File: src/hw/rtl/rfsr_pkg.sv
package rfsr_pkg;

    // Field widths
    localparam int unsigned BYTE_W = 8;
    localparam int unsigned LEN_W  = 7;
    localparam int unsigned IDX_W  = 6;
    localparam int unsigned DEST_W = 2;
    localparam int unsigned CFG_W  = 2;

    // Largest frame the index field can describe
    localparam int unsigned FRAME_CAP = 64;
    localparam int unsigned FRAME_MIN = 4;

    // Header bytes
    localparam logic [BYTE_W-1:0] HDR_FIRST  = 8'h02;
    localparam logic [BYTE_W-1:0] HDR_SECOND = 8'h81;

    // Configuration register indexes
    localparam logic [CFG_W-1:0] CFG_FRAME_LENGTH   = 2'd0;
    localparam logic [CFG_W-1:0] CFG_ADDRESS_TOP    = 2'd1;
    localparam logic [CFG_W-1:0] CFG_ADDRESS_BOTTOM = 2'd2;
    localparam logic [CFG_W-1:0] CFG_ADDRESS_SAT    = 2'd3;

    // Destination codes
    localparam logic [DEST_W-1:0] DEST_TOP    = 2'd0;
    localparam logic [DEST_W-1:0] DEST_BOTTOM = 2'd1;
    localparam logic [DEST_W-1:0] DEST_SAT    = 2'd2;
    localparam logic [DEST_W-1:0] DEST_NONE   = 2'd3;

    // Register reset values
    localparam logic [LEN_W-1:0]  RST_FRAME_LENGTH   = 7'd64;
    localparam logic [BYTE_W-1:0] RST_ADDRESS_TOP    = 8'd1;
    localparam logic [BYTE_W-1:0] RST_ADDRESS_BOTTOM = 8'd2;
    localparam logic [BYTE_W-1:0] RST_ADDRESS_SAT    = 8'd3;

    typedef logic [BYTE_W-1:0] t_byte;

endpackage

File: src/hw/rtl/rfsr_ram.sv
module rfsr_ram #(
    parameter int unsigned WIDTH = 8,
    parameter int unsigned DEPTH = 64
) (
    input  logic                     i_clk,
    input  logic                     i_we,
    input  logic [$clog2(DEPTH)-1:0] i_waddr,
    input  logic [WIDTH-1:0]         i_wdata,
    input  logic                     i_re,
    input  logic [$clog2(DEPTH)-1:0] i_raddr,
    output logic [WIDTH-1:0]         o_rdata
);

    logic [WIDTH-1:0] r_mem [DEPTH];
    logic [WIDTH-1:0] r_rdata;

    // Write port
    always_ff @(posedge i_clk) begin
        if (i_we) begin
            r_mem[i_waddr] <= i_wdata;
        end
    end

    // Registered read port, holds while not enabled
    always_ff @(posedge i_clk) begin
        if (i_re) begin
            r_rdata <= r_mem[i_raddr];
        end
    end

    assign o_rdata = r_rdata;

endmodule

File: src/hw/rtl/radio_frame_sync_router.sv
// Timing: an item that completes a routed frame moves the sequencer to the read state,
// then to the load state, which puts the first byte in the output register once it is free.
// Throughput: one input item per cycle while collecting; a routed frame is read back
// from the frame RAM one byte at a time (read, then load), and input is held off
// until its last byte has been loaded into the output register.
// Reset: synchronous, active low; clears hunt state, fill count, output valid and
// loads the register defaults. The frame RAM is not cleared.
module radio_frame_sync_router #(
    parameter int unsigned MAX_FRAME = 64
) (
    input  logic                          i_clk,
    input  logic                          i_rst_n,
    // Configuration
    input  logic                          i_cfg_we,
    input  logic [rfsr_pkg::CFG_W-1:0]    i_cfg_index,
    input  logic [rfsr_pkg::BYTE_W-1:0]   i_cfg_data,
    // Input items
    input  logic                          i_in_valid,
    output logic                          o_in_ready,
    input  logic [rfsr_pkg::BYTE_W-1:0]   i_rx_byte,
    // Output items
    output logic                          o_out_valid,
    input  logic                          i_out_ready,
    output logic [rfsr_pkg::DEST_W-1:0]   o_destination,
    output logic [rfsr_pkg::IDX_W-1:0]    o_byte_index,
    output logic [rfsr_pkg::BYTE_W-1:0]   o_frame_byte,
    output logic                          o_last_byte
);

    import rfsr_pkg::*;

    localparam int unsigned AW = $clog2(MAX_FRAME);
    localparam int unsigned LIM = (MAX_FRAME < FRAME_CAP) ? MAX_FRAME : FRAME_CAP;
    localparam logic [LEN_W-1:0] LEN_MAX = LEN_W'(LIM);
    localparam logic [LEN_W-1:0] LEN_MIN = LEN_W'(FRAME_MIN);
    localparam logic [LEN_W-1:0] ADDR_POS = LEN_W'(3);

    // Hunt phases
    localparam logic [1:0] PH_HUNT  = 2'd0;
    localparam logic [1:0] PH_GOT02 = 2'd1;
    localparam logic [1:0] PH_FILL  = 2'd2;

    // Sequencer states
    localparam logic [1:0] S_IN = 2'd0;
    localparam logic [1:0] S_RD = 2'd1;
    localparam logic [1:0] S_LD = 2'd2;

    // Configuration registers
    logic [LEN_W-1:0]  r_frame_length;
    logic [BYTE_W-1:0] r_address_top;
    logic [BYTE_W-1:0] r_address_bottom;
    logic [BYTE_W-1:0] r_address_sat;

    // Control state
    logic [1:0]        r_state, n_state;
    logic [1:0]        r_phase, n_phase;
    logic [LEN_W-1:0]  r_fill, n_fill;
    logic [BYTE_W-1:0] r_addr_byte, n_addr_byte;
    logic [DEST_W-1:0] r_dest, n_dest;
    logic [LEN_W-1:0]  r_len, n_len;
    logic [IDX_W-1:0]  r_idx, n_idx;

    // Output register
    logic              r_out_valid, n_out_valid;
    logic [DEST_W-1:0] r_o_dest, n_o_dest;
    logic [IDX_W-1:0]  r_o_idx, n_o_idx;
    t_byte             r_o_byte, n_o_byte;
    logic              r_o_last, n_o_last;

    // Datapath helpers
    logic              in_acc;
    logic              out_acc;
    logic [LEN_W-1:0]  eff_len;
    logic [LEN_W-1:0]  fill_inc;
    logic [BYTE_W-1:0] addr_byte;
    logic [DEST_W-1:0] match_dest;
    logic              ram_we;
    logic              ram_re;
    t_byte             ram_rdata;
    logic              idx_last;
    logic              out_free;

    assign in_acc  = i_in_valid & o_in_ready;
    assign out_acc = r_out_valid & i_out_ready;
    assign out_free = ~r_out_valid | i_out_ready;

    // Clamp the configured length to the usable range
    always_comb begin
        if (r_frame_length < LEN_MIN) begin
            eff_len = LEN_MIN;
        end else if (r_frame_length > LEN_MAX) begin
            eff_len = LEN_MAX;
        end else begin
            eff_len = r_frame_length;
        end
    end

    assign fill_inc  = r_fill + LEN_W'(1);
    // Byte 3 may be the item completing the frame itself
    assign addr_byte = (r_fill == ADDR_POS) ? i_rx_byte : r_addr_byte;

    // Route by address, first match wins
    always_comb begin
        if (addr_byte == r_address_top) begin
            match_dest = DEST_TOP;
        end else if (addr_byte == r_address_bottom) begin
            match_dest = DEST_BOTTOM;
        end else if (addr_byte == r_address_sat) begin
            match_dest = DEST_SAT;
        end else begin
            match_dest = DEST_NONE;
        end
    end

    assign ram_we   = in_acc & (r_phase == PH_FILL);
    assign ram_re   = (r_state == S_RD);
    assign idx_last = (({1'b0, r_idx} + LEN_W'(1)) == r_len);

    // Frame store; header bytes are not stored, they are constants on readout
    rfsr_ram #(
        .WIDTH (BYTE_W),
        .DEPTH (MAX_FRAME)
    ) u_frame_ram (
        .i_clk   (i_clk),
        .i_we    (ram_we),
        .i_waddr (AW'(r_fill)),
        .i_wdata (i_rx_byte),
        .i_re    (ram_re),
        .i_raddr (AW'(r_idx)),
        .o_rdata (ram_rdata)
    );

    // Hunt, fill and readout sequencing
    always_comb begin
        n_state     = r_state;
        n_phase     = r_phase;
        n_fill      = r_fill;
        n_addr_byte = r_addr_byte;
        n_dest      = r_dest;
        n_len       = r_len;
        n_idx       = r_idx;
        n_out_valid = r_out_valid;
        n_o_dest    = r_o_dest;
        n_o_idx     = r_o_idx;
        n_o_byte    = r_o_byte;
        n_o_last    = r_o_last;

        // Drop the output item once taken
        if (out_acc) begin
            n_out_valid = 1'b0;
        end

        case (r_state)
            S_IN: begin
                if (in_acc) begin
                    case (r_phase)
                        PH_HUNT: begin
                            if (i_rx_byte == HDR_FIRST) begin
                                n_phase = PH_GOT02;
                            end
                        end
                        PH_GOT02: begin
                            if (i_rx_byte == HDR_SECOND) begin
                                n_phase = PH_FILL;
                                n_fill  = LEN_W'(2);
                            end else if (i_rx_byte != HDR_FIRST) begin
                                n_phase = PH_HUNT;
                            end
                        end
                        PH_FILL: begin
                            n_fill = fill_inc;
                            if (r_fill == ADDR_POS) begin
                                n_addr_byte = i_rx_byte;
                            end
                            if (fill_inc >= eff_len) begin
                                n_phase = PH_HUNT;
                                n_fill  = '0;
                                if (match_dest != DEST_NONE) begin
                                    n_dest  = match_dest;
                                    n_len   = eff_len;
                                    n_idx   = '0;
                                    n_state = S_RD;
                                end
                            end
                        end
                        default: begin
                            n_phase = PH_HUNT;
                            n_fill  = '0;
                        end
                    endcase
                end
            end
            S_RD: begin
                n_state = S_LD;
            end
            S_LD: begin
                // Load the output register once it is free
                if (out_free) begin
                    n_out_valid = 1'b1;
                    n_o_dest    = r_dest;
                    n_o_idx     = r_idx;
                    n_o_last    = idx_last;
                    if (r_idx == IDX_W'(0)) begin
                        n_o_byte = HDR_FIRST;
                    end else if (r_idx == IDX_W'(1)) begin
                        n_o_byte = HDR_SECOND;
                    end else begin
                        n_o_byte = ram_rdata;
                    end
                    if (idx_last) begin
                        n_state = S_IN;
                    end else begin
                        n_idx   = r_idx + IDX_W'(1);
                        n_state = S_RD;
                    end
                end
            end
            default: begin
                n_state = S_IN;
            end
        endcase
    end

    // Configuration writes
    always_ff @(posedge i_clk) begin
        if (!i_rst_n) begin
            r_frame_length   <= RST_FRAME_LENGTH;
            r_address_top    <= RST_ADDRESS_TOP;
            r_address_bottom <= RST_ADDRESS_BOTTOM;
            r_address_sat    <= RST_ADDRESS_SAT;
        end else if (i_cfg_we) begin
            case (i_cfg_index)
                CFG_FRAME_LENGTH:   r_frame_length   <= i_cfg_data[LEN_W-1:0];
                CFG_ADDRESS_TOP:    r_address_top    <= i_cfg_data;
                CFG_ADDRESS_BOTTOM: r_address_bottom <= i_cfg_data;
                CFG_ADDRESS_SAT:    r_address_sat    <= i_cfg_data;
                default: begin
                end
            endcase
        end
    end

    // Control registers
    always_ff @(posedge i_clk) begin
        if (!i_rst_n) begin
            r_state     <= S_IN;
            r_phase     <= PH_HUNT;
            r_fill      <= '0;
            r_out_valid <= 1'b0;
        end else begin
            r_state     <= n_state;
            r_phase     <= n_phase;
            r_fill      <= n_fill;
            r_out_valid <= n_out_valid;
        end
    end

    // Payload registers
    always_ff @(posedge i_clk) begin
        r_addr_byte <= n_addr_byte;
        r_dest      <= n_dest;
        r_len       <= n_len;
        r_idx       <= n_idx;
        r_o_dest    <= n_o_dest;
        r_o_idx     <= n_o_idx;
        r_o_byte    <= n_o_byte;
        r_o_last    <= n_o_last;
    end

    assign o_in_ready    = (r_state == S_IN);
    assign o_out_valid   = r_out_valid;
    assign o_destination = r_o_dest;
    assign o_byte_index  = r_o_idx;
    assign o_frame_byte  = r_o_byte;
    assign o_last_byte   = r_o_last;

endmodule

File: config.mk
export PLATFORM = sky130hd
export DESIGN_NAME = radio_frame_sync_router
export DESIGN_NICKNAME = d
export VERILOG_FILES = /design/src/hw/rtl/rfsr_pkg.sv /design/src/hw/rtl/rfsr_ram.sv /design/src/hw/rtl/radio_frame_sync_router.sv
export SDC_FILE = /design/constraint.sdc
export NUM_CORES = 1
export LEC_CHECK = 0
export CORE_MARGIN = 2
export CORE_UTILIZATION = 35
export CTS_BUF_LIST = sky130_fd_sc_hd__clkbuf_8 sky130_fd_sc_hd__clkbuf_16
export DETAILED_ROUTE_END_ITERATION = 8
export DONT_BUFFER_PORTS = 1
export SKIP_LAST_GASP = 1
export SYNTH_ARGS = -nofsm -noshare
export SYNTH_HDL_FRONTEND = slang
export SYNTH_SLANG_ARGS = --single-unit
File: constraint.sdc
create_clock -name i_clk -period 3.9 [get_ports i_clk]
set_input_delay 0.39 -clock i_clk [delete_from_list [all_inputs] [get_ports i_clk]]
set_output_delay 0.39 -clock i_clk [all_outputs]
set_load 0.1 [all_outputs]
==> results of run 1 <==
-- sequential cells by signal, summed over array words and instances (netlist names) --
| name | count |
|---|---|
| u_frame_ram.r_mem | 512 |
| o_frame_byte | 8 |
| r_addr_byte | 8 |
| r_address_bottom | 8 |
| r_address_sat | 8 |
| r_address_top | 8 |
| u_frame_ram.o_rdata | 8 |
| r_fill | 7 |
| r_frame_length | 7 |
| r_len | 7 |
| o_byte_index | 6 |
| r_idx | 6 |
| o_destination | 2 |
| r_dest | 2 |
| r_phase | 2 |
| r_state | 2 |
| o_last_byte | 1 |
| o_out_valid | 1 |
-- cell type report --
cell class              count  area, sq um  share of cell area (%)
clock buffers              61         1530                    5.44
clock inverters            45          403                    1.44
multi-input cells         573         6220                    22.2
well taps                 931         1160                    4.15
inverters                  34          128                   0.455
flip-flops and latches    603        17700                    63.0
repair buffers             87          926                    3.30
-- logic make-up after synthesis --
logic type / count (synthesis) / share of synthesized area, %
DFF: 603 / 72.8
adders and majority gates: 14 / 0.721
muxes: 185 / 16.3
buffers and inverters: 97 / 1.58
AOI/OAI and AO/OA: 85 / 2.59
xor gates and xnor gates: 28 / 1.07
and+or+nand+nor: 261 / 4.95
-- layer usage --
metal / GRT usage, % / share of wire (%) / vias up
met3: 2.14 / 5.2 / 66
met5: 0 / 0 / -
li1: - / - / 5276
met4: 4.04 / 1.6 / 0
met2: 26.9 / 51 / 335
met1: 21.7 / 42 / 6351
-- worst max path at each step --
stage,start,endpoint,slack [ns]
floorplan,r_fill[1]$_SDFFE_PN0P_,r_dest[0]$_DFFE_PP_,0.35
global placement,r_fill[1]$_SDFFE_PN0P_,r_idx[5]$_SDFFCE_PN0P_,0.50
detailed placement,r_fill[1]$_SDFFE_PN0P_,r_len[0]$_DFFE_PP_,0.42
CTS,r_fill[1]$_SDFFE_PN0P_,r_len[0]$_DFFE_PP_,0.39
global route,r_fill[1]$_SDFFE_PN0P_,r_idx[0]$_SDFFCE_PN0P_,0.04
finish,r_fill[1]$_SDFFE_PN0P_,r_idx[0]$_SDFFCE_PN0P_,0.38
-- power breakdown --
group | internal (mW) | switching (mW) | total, mW
Clock | 3.33 | 2.33 | 5.66
Combinational | 0.0623 | 0.135 | 0.198
Sequential | 7.06 | 0.0118 | 7.07
-- worst max-delay path, stage by stage (launching register included) --
cell and delay [ns]:
dfxtp_1 0.46, ha_1 0.29, or3b_1 0.50, nor2_1 0.74, nor2_1 0.13, a221oi_1 0.37
a2111oi_2 0.10, a31oi_1 0.35, a311oi_1 0.15, buf_4 0.19
-- synth_stat cells, types with 13 or more instances --
| cell | instances | share of area [%] |
|---|---|---|
| a21boi_0 | 14 | 0.43 |
| buf_1 | 16 | 0.25 |
| clkbuf_1 | 41 | 0.63 |
| dfxtp_1 | 43 | 3.5 |
| edfxtp_1 | 560 | 69 |
| ha_1 | 14 | 0.72 |
| inv_1 | 34 | 0.53 |
| mux2i_1 | 15 | 0.62 |
| mux4_2 | 168 | 16 |
| nand2_1 | 83 | 1.3 |
| nor2_1 | 90 | 1.4 |
| nor2b_1 | 24 | 0.62 |
| xnor2_1 | 14 | 0.51 |
| xor2_1 | 13 | 0.47 |
-- repair_timing --
action	in CTS	in global routing
hold buffers	19	0
hold endpoints to repair	551	0
endpoints found under the setup margin	0	0
==> summary.txt, run 1 <==
Outcome: completed
I/O Buffers: 0
Slew Viols, Final: 0
Die H: 267 um
Vias per inst: 5.15
Fin cells: 2334
WL final: 55800 um
Max Cap Viol: 0
Final period util: 90.2%
Initial antenna violation count: 1
Core area: 68600 sq um
Most frequent cells in the layout: edfxtp_1 (560), mux4_2 (168), nor2_1 (89)
Number of global-route vias before repair: 12.2k
Fin area: 28000 sq um
Hold crit path type: in -> reg
Post-synthesis sequential area ratio: 72.8%
Routed length per placed instance: 23.9 um
Critical Path RT: 4.27 ns
Die W: 267 um
Type of the worst setup path: reg -> reg
Top Ports: 42
WHS Endpoint: r_addr_byte[0]$_DFFE_PP_
Num CTS Buffers: 58
Vias: 12.0k
Number of antenna diodes: 0
CTS sink cnt: 603
Period minus WS final: 3.52 ns
First-pass GRT wire length: 82800 um
Crit path max fanout: 14
Fin nets: 1394
Worst setup EP type: flip-flop
Netlist Area Pre-Place: 24300 sq um
Gpl congestion: 0.837
Layout area overhead: 15.5%
Num rows: 96
Synth async-reset ratio: 0%
Layout cell share with drive strength beyond 1: 24.1%
Fin Hold WS: 0.0385 ns
Clk buf depth: 3
CTS resizes: 0
Hold Path Stages: 1
Worst Max-Slew Pin Slew: 1.12 ns
FMAX: 284 MHz
H-tree depth: 2
Synthesized Nets: 1310
Die Footprint: 71500 sq um
Slew Limit Headroom: 25.2%
Placed cell count: 2209
Largest net degree at the start of global routing: 70
Final WS setup: 0.382 ns
# fillers: 5993
Peak VDD IR: 0.393 mV
Setup repair bufs after CTS: 0
FF-to-FF setup slack: 0.38 ns
Clock latency on the worst-skew pair: 0.61 ns
Fin util: 40.9%
Hold wc startpoint: i_rx_byte[0]
Yosys warns: 0
Worst R2R End: r_idx[0]$_SDFFCE_PN0P_
Setup violators final: 0
Clk slew on worst S/H paths: 0.06 ns
Seq cells post-synth: 603
R2R Path Start: r_fill[1]$_SDFFE_PN0P_
Avg Synthesized Cell Area: 19.1 sq um
Total grt overflow: 0
Dpl ws: 0.423 ns
Post-DP HPWL: 34200 um
Commonest non-fill, non-tap cell in the layout: edfxtp_1
Placed inst area: 25800 sq um
All-layer global routing usage: 15.9%
Iteration-0 DRC count of the detailed router: 1080
Synth Flop Type: edfxtp_1
Final Power: 12.9 mW
Final Hold Vio Count: 0
Root Buffer: clkbuf_16
TNS Setup: 0 ns
Initial Util: 35.4%
EDFF count, synth: 560
Library cells used by synthesis: 55
Critical Path Source Type: flip-flop
Power per cell area: 461 nW/um^2
Critical Path AT: 3.89 ns
RSZ-0062 raised after global routing: no
TritonRoute pass-1 iters: 7
Post-Syn Instances: 1273
P_leak: 9.18 nW
CTS tree: done
Layout Skew: 0.0143 ns
Drc violations: 0
Antenna viol nets, final: 0
Worst r2r path cells: 9
No activity file was read; power rests on OpenSTA's default activity.
==> run 2, diff against run 1 <==
- ABC_AREA: default -> 1
==> run 2 against run 1 <==
  * Worst setup slack better by 0.29 ns
  * Die area up 1.8%
  * Clock power down 3%
  * Utilization down 0.66 points
  * Final cell count up 31%
  * Synthesized cell count up 61%
  * Critical path type unchanged
  * Highest routed layer unchanged
==> summary.txt, run 2 <==
Outcome: completed
Hold Path Stages: 3 (+2)
Hold crit path type: in -> reg
Peak VDD IR: 0.272 mV (-31%)
Count leader, synth: edfxtp_1
Layout Skew: 0.0173 ns (+0.00305 ns)
CP max stage delay: 0.51 ns (-0.23 ns)
Setup violators final: 0 (unchanged)
Critical Path Source Type: flip-flop
Num CTS Buffers: 58 (unchanged)
Internal: 10.3 mW (-1.8%)
NetSw: 2.56 mW (+3.4%)
Clk slew on worst S/H paths: 0.06 ns (about the same)
Slew Viols, Final: 0 (unchanged)
Antenna viol nets, final: 0 (unchanged)
Netlist Area Pre-Place: 24700 sq um (+1.9%)
Yosys top cell by area: edfxtp_1
Type of the worst setup path: reg -> reg
Register area: 17700 sq um (unchanged)
Critical Path AT: 3.49 ns (-0.40 ns)
WHS Endpoint: r_state[1]$_SDFFE_PN0P_
Switching share of power: 20.0% (+0.82 points)
RSZ-0062 raised after global routing: no
Iteration-0 DRC count of the detailed router: 1595 (+48%)
Fin nets: 2119 (+52%)
TNS Setup: 0 ns (unchanged)
First-pass GRT wire length: 97700 um (+18%)
I/O Buffers: 0 (unchanged)
Worst Path Buf+Inv: 0 (-1)
CTS tree: done
Vias per inst: 5.30 (+2.9%)
Multi-input logic area: 6250 sq um (+0.44%)
Post-synthesis sequential area ratio: 71.5% (-1.3 points)
Top reg by flops: u_frame_ram.r_mem
Worst r2r path cells: 13 (+4)
Total grt overflow: 0 (unchanged)
Root Buffer: clkbuf_16
Worst R2R End: r_dest[0]$_DFFE_PP_
CP dominant cell by count: nand2_1
Layout area overhead: 13.9%
Clock latency on the worst-skew pair: 0.62 ns (about the same)
Synth top area cells: edfxtp_1 (68%), nor2_1 (5.9%), o21ai_0 (5.9%)
Synth cell count leaders: edfxtp_1 (560), nor2_1 (389), o21ai_0 (290)
Avg Synthesized Cell Area: 12.1 sq um (-37%)
Seq cells post-synth: 603 (unchanged)
Die H: 270 um (+0.92%)
Hold wc startpoint: i_out_ready
Top Ports: 42 (unchanged)
EDFF count, synth: 560 (unchanged)
Core area: 70000 sq um (+2.1%)
Max reg flops: 512 (unchanged)
P_leak: 9.38 nW (+2.2%)
Layout cell share with drive strength beyond 1: 9.35% (-15 points)
CTS sink cnt: 603 (unchanged)
Seq pwr share: 55.3% (+0.6 points)
Worst setup EP type: flip-flop
Setup repair bufs after CTS: 0 (unchanged)
Num rows: 97 (+1.0%)
Final WS setup: 0.667 ns (+0.285 ns)
Vias: 16.3k (+35%)
Worst Max-Slew Pin Slew: 1.01 ns (-0.105 ns)
Commonest non-fill, non-tap cell in the layout: edfxtp_1
Power per cell area: 455 nW/um^2 (-1.3%)
Routed length per placed instance: 21.1 um (-12%)
Most frequent cells in the layout: edfxtp_1 (560), nor2_1 (385), o21ai_0 (290)
Slowest cell on the critical path: nor2_1
CP Cell Sequence: ha_1 > nand2_1 > nor2_4 > nand2_4 > nand2_1 > nand3_1 > nand2_1 > nand2_1 > nor2_1 > nand2_1 > nand3_2 > nand2_2 > nor2_1
Comb pwr share: 1.8% (+0.3 points)
Dpl ws: 0.614 ns (+0.191 ns)
Number of antenna diodes: 0 (unchanged)
Clock network power share: 42.9% (-0.9 points)
Slew Limit Headroom: 32.5% (+7.3 points)
Period minus WS final: 3.23 ns (-0.285 ns)
Clk buf depth: 3 (unchanged)
FMAX: 309 MHz (+8.8%)
Synth async-reset ratio: 0% (unchanged)
Crit path max-delay family: simple AND/OR/NAND/NOR gates
Library cells used by synthesis: 47 (-15%)
FF-to-FF setup slack: 0.67 ns (+0.29 ns)
WL final: 64600 um (+16%)
Initial Util: 35.3% (-0.081 points)
Crit path max fanout: 11 (-3)
Synth Flop Type: edfxtp_1
Synthesized Nets: 2086 (+59%)
Critical Path RT: 4.15 ns (-0.12 ns)
Drc violations: 0 (unchanged)
Fin util: 40.2% (-0.66 points)
Yosys warns: 0 (unchanged)
Number of global-route vias before repair: 16.0k (+31%)
Die W: 270 um (+0.92%)
Post-Syn Instances: 2049 (+61%)
Max Cap Viol: 0 (unchanged)
Largest net degree at the start of global routing: 218 (+210%)
Final Hold Vio Count: 0 (unchanged)
Post-DP HPWL: 37100 um (+8.6%)
All-layer global routing usage: 17.4% (+1.5 points)
# fillers: 6573 (+9.7%)
TritonRoute pass-1 iters: 6 (-1)
Die Footprint: 72800 sq um (+1.8%)
Initial antenna violation count: 1 (unchanged)
H-tree depth: 2 (unchanged)
Final period util: 82.9% (-7.3 points)
Gpl congestion: 0.853 (+1.9%)
Top-area cell type share of the netlist area: 68.0% (-1.3 points)
R2R Path Start: r_fill[1]$_SDFFE_PN0P_
==> run 2: tightest hold or removal path, delay by kind of cell <==
kind / cells / cell delay [ns]
compound gates: 1 / 0.05
simple gates: 2 / 0.14
==> run 2: timing repair <==
action / in CTS / in global routing
gates resized for setup: 0 / 0
hold buffers: 18 / 0
endpoints found under the hold margin: 546 / 0
setup endpoints to repair: 0 / 0
==> run 2: worst max-delay path by stage <==
| stage | start | to | cells past startpoint |
|---|---|---|---|
| global route | r_fill[1]$_SDFFE_PN0P_ | r_len[5]$_DFFE_PP_ | 13 |
| finish | r_fill[1]$_SDFFE_PN0P_ | r_dest[0]$_DFFE_PP_ | 13 |
| CTS | r_fill[1]$_SDFFE_PN0P_ | r_dest[0]$_DFFE_PP_ | 13 |
| detailed placement | r_fill[1]$_SDFFE_PN0P_ | r_len[4]$_DFFE_PP_ | 13 |
| global placement | r_fill[1]$_SDFFE_PN0P_ | r_len[6]$_DFFE_PP_ | 13 |
| floorplan | r_state[1]$_SDFFE_PN0P_ | u_frame_ram.r_mem[15][0]$_DFFE_PP_ | 7 |
==> run 2: cells by family after synthesis <==
family                   synth area share, %
AO/OA/AOI/OAI                           11.7
adder cells (fa/ha/maj)                0.708
AND/OR/NAND/NOR                         12.5
flip-flops                              71.5
XOR/XNOR                               0.319
buffers and inverters                   3.31
==> run 2: metal layers <==
| layer | global-route usage (%) | wire length, um | up-vias |
|---|---|---|---|
| met1 | 24.3 | 28100 | 8009 |
| met5 | 0 | 0 | - |
| met2 | 27.8 | 29800 | 626 |
| li1 | - | - | 7526 |
| met3 | 2.82 | 4900 | 113 |
| met4 | 5.77 | 1830 | 0 |
==> run 2: cell type report <==
type | count | area share, %
clock inverters | 45 | 1.12
flip-flops and latches | 603 | 62.7
multi-input cells | 1242 | 22.2
clock buffers | 61 | 5.42
repair buffers | 90 | 3.19
inverters | 87 | 1.18
well taps | 940 | 4.17
==> run 2: power by group through the flow <==
stage	Clock, mW	Sequential (mW)	Combinational (mW)
5_1_grt	5.83	7.08	0.261
3_5_place_dp	0	7.22	0.103
6_report	5.50	7.09	0.236
3_3_place_gp	0	7.22	0.0993
4_1_cts	5.57	7.08	0.238
2_1_floorplan	0	7.22	0.0810
==> run 2: metrics by stage <==
| step | power [mW] | hold WS, ns | std cells | area (sq um) |
|---|---|---|---|---|
| 6_report | 12.8 | 0.0241 | 3068 | 28200 |
| 5_1_grt | 13.2 | 0.0350 | 3068 | 28200 |
| 4_1_cts | 12.9 | 0.00119 | 3068 | 28200 |
| 3_5_place_dp | 7.33 | 0.446 | 2944 | 26000 |
| 3_3_place_gp | 7.32 | 0.466 | 2944 | 26000 |
| 2_1_floorplan | 7.30 | 0.400 | 2049 | 24700 |
==> run 3, diff against run 2 <==
- clock period: 3.9 -> 3 ns (I/O delays scaled with it)
==> run 3 against run 2 <==
  * Worst hold slack better by 0.028 ns
  * Clock-buffer cell count increased by 2
  * Critical endpoint is now r_len[4]$_DFFE_PP_
  * Worst setup slack worse by 0.40 ns
  * Die area unchanged
  * Utilization is 0.43 points higher
  * Largest power group unchanged
  * Critical path type unchanged
  * Final area increased by 1.1%
==> summary.txt, run 3 (synthesized netlist as in run 2, its figures left out) <==
Fin nets: 2155 (+1.7%)
Die W: 270 um (unchanged)
Peak VDD IR: 0.374 mV (+37%)
Hold wc startpoint: i_cfg_index[0]
Critical Path RT: 3.32 ns (-0.83 ns)
Top Ports: 42 (unchanged)
TNS Setup: 0 ns (unchanged)
Clk slew on worst S/H paths: 0.06 ns (about the same)
Worst Path Buf+Inv: 2 (+2)
Root Buffer: clkbuf_16
Type of the worst setup path: reg -> reg
Clk buf depth: 3 (unchanged)
Outcome: completed
Layout area overhead: 15.1%
Crit path max fanout: 7 (-4)
TritonRoute pass-1 iters: 7 (+1)
Max Cap Viol: 0 (unchanged)
Commonest non-fill, non-tap cell in the layout: edfxtp_1
Hold crit path type: in -> reg
Core area: 70000 sq um (unchanged)
Critical Path AT: 3.05 ns (-0.44 ns)
Number of global-route vias before repair: 15.7k (-1.5%)
FMAX: 366 MHz (+18%)
Initial antenna violation count: 1 (unchanged)
Num rows: 97 (unchanged)
RSZ-0062 raised after global routing: no
Most frequent cells in the layout: edfxtp_1 (560), nor2_1 (385), o21ai_0 (290)
Number of antenna diodes: 0 (unchanged)
Period minus WS final: 2.74 ns (-0.497 ns)
CTS sink cnt: 603 (unchanged)
Largest net degree at the start of global routing: 108 (-50%)
Worst Max-Slew Pin Slew: 1.07 ns (+0.0576 ns)
Final period util: 91.2% (+8.3 points)
I/O Buffers: 0 (unchanged)
Antenna viol nets, final: 0 (unchanged)
Top reg by flops: u_frame_ram.r_mem
H-tree depth: 2 (unchanged)
Vias per inst: 5.31 (+0.12%)
Gpl congestion: 0.889 (+4.3%)
WHS Endpoint: r_frame_length[2]$_SDFFE_PN0P_
Placed cell count: 2970 (+0.88%)
Clock latency on the worst-skew pair: 0.62 ns (about the same)
Iteration-0 DRC count of the detailed router: 1680 (+5.3%)
First-pass GRT wire length: 97800 um (about the same)
Drc violations: 0 (unchanged)
CP max stage delay: 0.46 ns (-0.05 ns)
Initial Util: 35.3% (unchanged)
Final Hold Vio Count: 0 (unchanged)
Crit path max-delay family: simple AND/OR/NAND/NOR gates
Layout cell share with drive strength beyond 1: 10.7% (+1.3 points)
Total grt overflow: 0 (unchanged)
Die H: 270 um (unchanged)
All-layer global routing usage: 17.6% (+0.17 points)
Routed length per placed instance: 21.2 um (+0.58%)
CTS tree: done
CP Cell Sequence: ha_1 > nand3_1 > nor2_1 > xor2_1 > ha_1 > nand2_1 > o21a_1 > o211ai_1 > nand2_1 > inv_1 > nand2_2 > nor2_1 > buf_4
Slew Viols, Final: 0 (unchanged)
Worst r2r path cells: 13 (unchanged)
Vias: 16.5k (+1.2%)
Num CTS Buffers: 58 (unchanged)
Max reg flops: 512 (unchanged)
Fin cells: 3102 (+1.1%)
Worst setup EP type: flip-flop
Worst R2R End: r_len[4]$_DFFE_PP_
Post-DP HPWL: 37600 um (+1.2%)
Die Footprint: 72800 sq um (unchanged)
Critical Path Source Type: flip-flop
P_leak: 9.53 nW (+1.6%)
WL final: 65700 um (+1.7%)
Slowest cell on the critical path: dfxtp_1
Layout Skew: 0.0217 ns (+0.00437 ns)
Hold Path Stages: 3 (unchanged)
Setup violators final: 0 (unchanged)
R2R Path Start: r_fill[0]$_SDFFE_PN0P_
Critical Path Stages: 13 (unchanged)
Final Power: 16.4 mW (+28%)
FF-to-FF setup slack: 0.26 ns (-0.40 ns)
Power per cell area: 576 nW/um^2 (+27%)
Slew Limit Headroom: 28.5% (-4.1 points)
[run 3: cell count changes in the layout (fill, tap and decap cells not counted), sizes merged]
| cell | before | now |
|---|---|---|
| bufinv | 5 | 1 |
| clkbuf | 61 | 63 |
| buf | 80 | 106 |
| dlygate4sd3 | 10 | 20 |
| inv | 98 | 94 |
| clkinv | 29 | 33 |
[run 3: through the flow]
step | instance area [sq um] | setup slack (ns) | hold slack, ns | utilization, %
finish | 28500 | 0.265 | 0.0523 | 40.7
global route | 28500 | 0.0502 | 0.0450 | 40.7
CTS | 28500 | 0.282 | 0.0124 | 40.7
detailed placement | 26300 | 0.287 | 0.398 | 37.5
global placement | 26300 | 0.375 | 0.393 | 37.5
floorplan | 24700 | 0.143 | 0.399 | -
[run 3: how the worst max path moves through the flow]
| stage | startpoint | end |
|---|---|---|
| CTS | r_fill[0]$_SDFFE_PN0P_ | r_len[2]$_DFFE_PP_ |
| global placement | r_fill[0]$_SDFFE_PN0P_ | r_len[0]$_DFFE_PP_ |
| finish | r_fill[0]$_SDFFE_PN0P_ | r_len[4]$_DFFE_PP_ |
| floorplan | r_state[1]$_SDFFE_PN0P_ | u_frame_ram.r_mem[15][0]$_DFFE_PP_ |
| global route | r_frame_length[2]$_SDFFE_PN0P_ | r_len[4]$_DFFE_PP_ |
| detailed placement | r_fill[0]$_SDFFE_PN0P_ | r_len[4]$_DFFE_PP_ |
[run 3: final cells by class]
| class | instances | area (sq um) |
|---|---|---|
| Fill cell | 6530 | 41600 |
| Sequential cell | 603 | 17700 |
| Multi-Input combinational cell | 1242 | 6250 |
| Clock buffer | 63 | 1550 |
| Timing Repair Buffer | 126 | 1270 |
| Tap cell | 940 | 1180 |
| Inverter | 87 | 333 |
| Clock inverter | 41 | 213 |
[run 3: where the power goes]
group / switching [mW] / internal (mW)
clock network: 3.07 / 3.78
registers: 0.0185 / 9.19
logic: 0.237 / 0.0928
[run 3: what timing repair did]
action,CTS,global route
gates resized for setup,0,0
endpoints found under the hold margin,553,0
endpoints found under the setup margin,0,0
hold buffers,28,0
setup buffers,0,0
[run 3: worst min-delay path: cells and delay by family]
family           cells  cell delay, ns
AND/OR/NAND/NOR      2            0.15
AO/OA/AOI/OAI        1            0.17
[run 3: per-layer routing]
metal / wire [um] / track usage (%) / part of all wire (%) / vias up
met2: 29800 / 27.2 / 45 / 621
met1: 27800 / 24.0 / 42 / 8141
met3: 5920 / 4.39 / 9.0 / 108
li1: - / - / - / 7604
met5: 0 / 0 / 0 / -
met4: 2240 / 6.80 / 3.4 / 0
